## config.mk

```make
export PLATFORM = sky130hd
export DESIGN_NAME = sync_length_checksum_deframer
export DESIGN_NICKNAME = d
export VERILOG_FILES = /design/src/design/slcd_pkg.sv /design/src/design/sync_length_checksum_deframer.sv
export SDC_FILE = /design/constraint.sdc
export NUM_CORES = 1
export LEC_CHECK = 0
export ABC_AREA = 1
export BUFFER_PORTS_ARGS = -buffer_cell sky130_fd_sc_hd__buf_2
export CAP_MARGIN = 30
export CORE_MARGIN = 1.5
export CORE_UTILIZATION = 48
export DETAILED_ROUTE_END_ITERATION = 6
export PLACE_DENSITY = 0.61
export SYNTH_ARGS = -nofsm -noshare
export SYNTH_HDL_FRONTEND = slang
export SYNTH_SLANG_ARGS = --single-unit
```

## constraint.sdc

```tcl
create_clock -name clk -period 9.4 [get_ports clk]
set_clock_uncertainty 0.05 [all_clocks]
set_input_delay 0.94 -clock clk [delete_from_list [all_inputs] [get_ports clk]]
set_output_delay 0.94 -clock clk [all_outputs]
set_load 0.03 [all_outputs]
```

## src/design/slcd_pkg.sv

```systemverilog
package slcd_pkg;

    // frame format
    localparam int unsigned MAX_LEN = 32;
    localparam int unsigned LEN_W   = $clog2(MAX_LEN + 1);
    localparam int unsigned IDX_W   = $clog2(MAX_LEN);

    localparam logic [7:0]  SYNC_FIRST  = 8'hA5;
    localparam logic [7:0]  SYNC_SECOND = 8'h5A;
    localparam logic [15:0] SEED_RESET  = 16'hBEAF;

    // receiver phases, plus the two replay states
    typedef enum logic [3:0] {
        PH_SYNC1,
        PH_SYNC2,
        PH_LEN_LO,
        PH_LEN_HI,
        PH_SUM_LO,
        PH_SUM_HI,
        PH_DATA,
        PH_EMIT_RD,
        PH_EMIT_WR
    } phase_t;

    // result kinds carried on tuser
    typedef enum logic [1:0] {
        ST_PAYLOAD = 2'd0,
        ST_EMPTY   = 2'd1,
        ST_ERROR   = 2'd2
    } status_t;

endpackage

```

## src/design/sync_length_checksum_deframer.sv

```systemverilog
// a status-only result is presented in the cycle after the closing byte is accepted;
// a verified frame passes PH_EMIT_RD and PH_EMIT_WR, then its bytes follow one per cycle
// unless the output stalls. throughput: 1 input byte per cycle while receiving and output
// is free; input is held off while the payload buffer (registered read) replays n bytes.
// reset: async active low; hunts for the first sync byte, seed 0xBEAF, output empty.
module sync_length_checksum_deframer
    import slcd_pkg::*;
(
    input  logic        clk,
    input  logic        rst_n,
    // config register
    input  logic        cfg_we,
    input  logic [15:0] cfg_wdata,     // checksum_seed
    // input stream
    input  logic        s_tvalid,
    output logic        s_tready,
    input  logic [7:0]  s_tdata,       // rx_byte
    // output stream
    output logic        m_tvalid,
    input  logic        m_tready,
    output logic [7:0]  m_tdata,       // payload_byte
    output logic [1:0]  m_tuser,       // frame_status
    output logic        m_tlast        // last_of_frame
);

    phase_t           phase_reg, phase_next;
    logic [15:0]      seed_reg;
    logic [7:0]       len_lo_reg, len_lo_next;
    logic [LEN_W-1:0] frame_len_reg, frame_len_next;
    logic [15:0]      exp_sum_reg, exp_sum_next;
    logic [15:0]      run_sum_reg, run_sum_next;
    logic [LEN_W-1:0] byte_count_reg, byte_count_next;
    logic [IDX_W-1:0] emit_idx_reg, emit_idx_next;

    logic             out_valid_reg, out_valid_next;
    logic [7:0]       out_data_reg, out_data_next;
    status_t          out_status_reg, out_status_next;
    logic             out_last_reg, out_last_next;

    // payload buffer
    logic [7:0]       mem [MAX_LEN];
    logic             mem_we;
    logic [IDX_W-1:0] mem_waddr;
    logic             mem_re;
    logic [IDX_W-1:0] mem_raddr;
    logic [7:0]       mem_q;

    logic             out_free;
    logic             in_beat;
    logic [15:0]      sum_with_byte;
    logic [LEN_W:0]   count_plus;
    logic [LEN_W-1:0] count_inc;
    logic [LEN_W-1:0] emit_count;

    assign out_free  = !out_valid_reg || m_tready;
    assign s_tready  = out_free && (phase_reg != PH_EMIT_RD) && (phase_reg != PH_EMIT_WR);
    assign in_beat   = s_tvalid && s_tready;

    assign sum_with_byte = run_sum_reg + {8'd0, s_tdata};
    assign count_inc     = byte_count_reg + LEN_W'(1);
    assign count_plus    = {1'b0, byte_count_reg} + (LEN_W + 1)'(3);
    assign emit_count    = {1'b0, emit_idx_reg} + LEN_W'(1);

    assign m_tvalid = out_valid_reg;
    assign m_tdata  = out_data_reg;
    assign m_tuser  = out_status_reg;
    assign m_tlast  = out_last_reg;

    // config register
    always_ff @(posedge clk or negedge rst_n)
    begin
        if (!rst_n)
        begin
            seed_reg <= SEED_RESET;
        end
        else if (cfg_we)
        begin
            seed_reg <= cfg_wdata;
        end
    end

    // payload buffer write and registered read
    always_ff @(posedge clk)
    begin
        if (mem_we)
        begin
            mem[mem_waddr] <= s_tdata;
        end
        if (mem_re)
        begin
            mem_q <= mem[mem_raddr];
        end
    end

    // control state
    always_ff @(posedge clk or negedge rst_n)
    begin
        if (!rst_n)
        begin
            phase_reg      <= PH_SYNC1;
            frame_len_reg  <= '0;
            exp_sum_reg    <= '0;
            run_sum_reg    <= SEED_RESET;
            byte_count_reg <= '0;
            emit_idx_reg   <= '0;
            out_valid_reg  <= 1'b0;
        end
        else
        begin
            phase_reg      <= phase_next;
            frame_len_reg  <= frame_len_next;
            exp_sum_reg    <= exp_sum_next;
            run_sum_reg    <= run_sum_next;
            byte_count_reg <= byte_count_next;
            emit_idx_reg   <= emit_idx_next;
            out_valid_reg  <= out_valid_next;
        end
    end

    // payload registers
    always_ff @(posedge clk)
    begin
        len_lo_reg     <= len_lo_next;
        out_data_reg   <= out_data_next;
        out_status_reg <= out_status_next;
        out_last_reg   <= out_last_next;
    end

    // next state and outputs
    always_comb
    begin
        phase_next      = phase_reg;
        len_lo_next     = len_lo_reg;
        frame_len_next  = frame_len_reg;
        exp_sum_next    = exp_sum_reg;
        run_sum_next    = run_sum_reg;
        byte_count_next = byte_count_reg;
        emit_idx_next   = emit_idx_reg;
        out_valid_next  = out_valid_reg && !m_tready;
        out_data_next   = out_data_reg;
        out_status_next = out_status_reg;
        out_last_next   = out_last_reg;
        mem_we          = 1'b0;
        mem_waddr       = byte_count_reg[IDX_W-1:0];
        mem_re          = 1'b0;
        mem_raddr       = '0;

        case (phase_reg)
            PH_SYNC1:
            begin
                if (in_beat && s_tdata == SYNC_FIRST)
                begin
                    phase_next = PH_SYNC2;
                end
            end
            PH_SYNC2:
            begin
                if (in_beat)
                begin
                    phase_next = (s_tdata == SYNC_SECOND) ? PH_LEN_LO : PH_SYNC1;
                end
            end
            PH_LEN_LO:
            begin
                if (in_beat)
                begin
                    len_lo_next = s_tdata;
                    phase_next  = PH_LEN_HI;
                end
            end
            PH_LEN_HI:
            begin
                if (in_beat)
                begin
                    // length must be 2..MAX_LEN, else back to the hunt
                    if (s_tdata == 8'd0 && len_lo_reg >= 8'd2 && len_lo_reg <= 8'(MAX_LEN))
                    begin
                        frame_len_next  = len_lo_reg[LEN_W-1:0];
                        run_sum_next    = seed_reg;
                        byte_count_next = '0;
                        phase_next      = PH_SUM_LO;
                    end
                    else
                    begin
                        phase_next = PH_SYNC1;
                    end
                end
            end
            PH_SUM_LO:
            begin
                if (in_beat)
                begin
                    exp_sum_next = {8'd0, s_tdata};
                    phase_next   = PH_SUM_HI;
                end
            end
            PH_SUM_HI:
            begin
                if (in_beat)
                begin
                    exp_sum_next = {s_tdata, exp_sum_reg[7:0]};
                    if (frame_len_reg <= LEN_W'(2))
                    begin
                        // frame without payload: status result right away
                        out_valid_next  = 1'b1;
                        out_data_next   = 8'd0;
                        out_last_next   = 1'b1;
                        out_status_next = (run_sum_reg == {s_tdata, exp_sum_reg[7:0]})
                                          ? ST_EMPTY : ST_ERROR;
                        phase_next      = PH_SYNC1;
                    end
                    else
                    begin
                        phase_next = PH_DATA;
                    end
                end
            end
            PH_DATA:
            begin
                if (in_beat)
                begin
                    // buffer the byte and fold it into the sum
                    mem_we          = 1'b1;
                    run_sum_next    = sum_with_byte;
                    byte_count_next = count_inc;
                    if (count_plus >= {1'b0, frame_len_reg})
                    begin
                        if (sum_with_byte != exp_sum_reg)
                        begin
                            out_valid_next  = 1'b1;
                            out_data_next   = 8'd0;
                            out_status_next = ST_ERROR;
                            out_last_next   = 1'b1;
                            phase_next      = PH_SYNC1;
                        end
                        else
                        begin
                            phase_next = PH_EMIT_RD;
                        end
                    end
                end
            end
            PH_EMIT_RD:
            begin
                // fetch the first buffered byte
                mem_re        = 1'b1;
                mem_raddr     = '0;
                emit_idx_next = '0;
                phase_next    = PH_EMIT_WR;
            end
            PH_EMIT_WR:
            begin
                // move fetched byte to the output and fetch the next one
                if (out_free)
                begin
                    out_valid_next  = 1'b1;
                    out_data_next   = mem_q;
                    out_status_next = ST_PAYLOAD;
                    out_last_next   = (emit_count == byte_count_reg);
                    if (emit_count == byte_count_reg)
                    begin
                        phase_next = PH_SYNC1;
                    end
                    else
                    begin
                        mem_re        = 1'b1;
                        mem_raddr     = emit_idx_reg + IDX_W'(1);
                        emit_idx_next = emit_idx_reg + IDX_W'(1);
                    end
                end
            end
            default:
            begin
                phase_next = PH_SYNC1;
            end
        endcase
    end

endmodule

```

==> summary.txt <==
Clock network
  – Clock Path Buffers: 3
  – CTS Hold Bufs: 0
  – H-tree levels: 2
  – CTS Root Cell: clkbuf_16
  – Post-CTS Resized: 0
  – CTS tree: built
  – CTS sink count: 353
  – Post-CTS setup buffer count: 0
  – Clock Latency Late Sink: 0.54 ns
  – Num CTS Buffers: 39
  – Clock-pin slew on the worst setup and hold paths: 0.06 ns

Finish
  – Layout cells sized above 1: 0.0902
  – Max reg flops: 256
  – Syn-to-layout area delta: 11.2%
  – Finished Core Util: 0.546
  – Final nets: 1925
  – N_diodes: 0
  – Design Area, Final: 19000 sq um
  – Fillers: 3089
  – Top reg by flops: mem

Flow run
  – MaxCap Viol Count: 0

Place
  – # port buffers: 41
  – Routability cong.: 0.910
  – Placed instance area: 17600 sq um
  – Dpl ws: 4.49 ns
  – HPWL after detailed placement: 27.1 mm

Floorplan
  – Vert. Die Dim: 191 um
  – Row count: 68
  – I/O pin cnt: 42
  – Die X: 191 um
  – Initial Util: 0.491
  – Die area: 36700 sq um
  – Core outline area: 34700 sq um

Route
  – Wirelength per Cell: 18.6 um
  – ANT nets after route: 0
  – Via count: 12300
  – DR vias/cell: 5.22
  – DRC viols: 0
  – DRT iter0 DRCs: 1063
  – Final wirelength: 43.8 mm
  – Drt pass-1 iters: 7

Run status
  – Outcome: complete, no violations

Global route
  – Initial antenna violation count: 1
  – Grt ovf: 0
  – Largest net degree at the start of global routing: 90
  – Number of global-route vias before repair: 12000
  – Total global-route track usage: 0.246
  – First-pass GRT wire length: 68.0 mm

Min path
  – Hold Path Class: input pin to asynchronous set/reset pin

Synthesis
  – Mapped Avg Cell Area: 9.24 sq um
  – Post-synth top area cell: edfxtp_1
  – Post-synth ARST share: 0.198
  – EDFF count, synth: 283
  – Unique masters post-synth: 42
  – Syn nets: 1896
  – Synth warn: 0
  – Post-synthesis sequential area ratio: 0.603
  – Post-synthesis cell count: 1846
  – Yosys reg bits: 353
  – Yosys top cell area share: 0.498
  – Synth Flop Type: edfxtp_1
  – Most common cell in the synthesized netlist: nand2_1
  – Synth top cells by count: 446 x nand2_1, 321 x inv_1, 283 x edfxtp_1
  – Mapped Area: 17100 sq um
  – Top cells by area, synth: edfxtp_1 50%, nand2_1 9.8%, inv_1 7.1%

STA
  – Fmax: 248 MHz
  – Worst-margin pin slew: 0.989 ns
  – Final setup violation count: 0
  – Setup ws final: 5.36 ns
  – Final hold vios: 0
  – Final TNS setup: 0 ns
  – Slew margin rel.: 0.338
  – Tmin final: 4.04 ns
  – Slew Limit Fails: 0
  – Tcrit/Tclk final: 0.430
  – RSZ-0062 raised after global routing: no

Critical path
  – Critical path arrival: 4.27 ns
  – Kind of critical path: flop to flop
  – Worst-path fanout max: 64
  – Worst Path Required: 9.63 ns
  – Worst Setup Start Kind: flop
  – Crit path capture type: flop

Pwr
  – P_leak: 8.32 nW
  – Power per cell area: 179 nW/um^2
  – Worst vdd ir: 0.129 mV
routing by layer:
| metal | wire, um | GRT usage |
|---|---|---|
| met2 | 21000 | 0.417 |
| met4 | 1080 | 0.0742 |
| met3 | 2800 | 0.0384 |
| met1 | 18900 | 0.326 |
| met5 | 13 | 0 |
area by class of cell:
| cell class | instances | area (sq um) | area share |
|---|---|---|---|
| clock buffer | 47 | 1010 | 0.0531 |
| tap | 455 | 569 | 0.0300 |
| timing repair buffer | 56 | 380 | 0.0201 |
| multi-input combinational | 1098 | 5240 | 0.277 |
| clock inverter | 25 | 251 | 0.0133 |
| sequential | 353 | 10300 | 0.542 |
| inverter | 327 | 1230 | 0.0648 |
per-stage QoR:
stage,instances,hold WS (ns),total power [mW]
4_1_cts,2356,0.437,3.41
3_3_place_gp,2284,0.421,1.90
3_5_place_dp,2284,0.425,1.90
2_1_floorplan,1846,0.403,1.84
6_report,2361,0.373,3.39
5_1_grt,2361,0.388,3.49
worst max-delay path, stage by stage, from the launching register on:
cell	delay [ns]
dfrtp_1	0.50
ha_1	0.42
inv_1	0.05
nand2_1	0.05
nand2_1	0.05
nor2_1	0.12
nand3_1	0.09
nor2_1	0.13
nand3_2	0.14
nand4_2	0.09
buf_4	0.63
inv_1	0.33
buf_4	0.36
nand3_1	0.15
nand3_1	0.12
nand3_1	0.25
nand2_1	0.09
nand2_1	0.06
nand2_1	0.06
final timing paths:
check                                 from               to  slack [ns]  cells past startpoint
setup / recovery           emit_idx_reg[0]         mem_q[5]        5.36                     18
hold / removal                       rst_n  exp_sum_reg[15]        0.37                      2
setup reg to reg           emit_idx_reg[0]         mem_q[5]        5.36                     18
hold reg to reg               seed_reg[15]     seed_reg[15]        0.43                      2
max in group asynchronous            rst_n   run_sum_reg[2]        8.59                      2
min in group clk              seed_reg[15]     seed_reg[15]        0.43                      2
logic make-up (layout without fill, tap and decap cells):
family,Yosys count,count (layout),synth area share
buffers and inverters,395,455,0.0900
DFF,353,353,0.603
AOI/OAI and AO/OA,122,122,0.0389
xor gates and xnor gates,29,29,0.0173
and+or+nand+nor,921,921,0.232
muxes,5,5,0.00330
adders and majority gates,21,21,0.0159
cell usage in the layout, fill, tap and decap left out, types with 13 or more instances in the layout:
master,netlist,layout
nand2_1,446,446
inv_1,321,321
edfxtp_1,283,283
nand3_1,220,220
nor2_1,176,176
o21ai_0,66,66
dfrtp_1,46,46
buf_2,29,40
clkbuf_16,0,39
nand4_1,35,35
dfstp_2,24,24
xor2_1,23,23
ha_1,20,20
a21oi_1,19,19
or2_2,17,17
o21ai_1,13,13
buf_4,2,13
power by group:
| part | internal (mW) | switching [mW] |
|---|---|---|
| logic | 0.0457 | 0.102 |
| registers | 1.71 | 0.0145 |
| clock network | 0.903 | 0.615 |
| total | 2.66 | 0.732 |
Note: power is estimated with default switching activity, not from simulation.
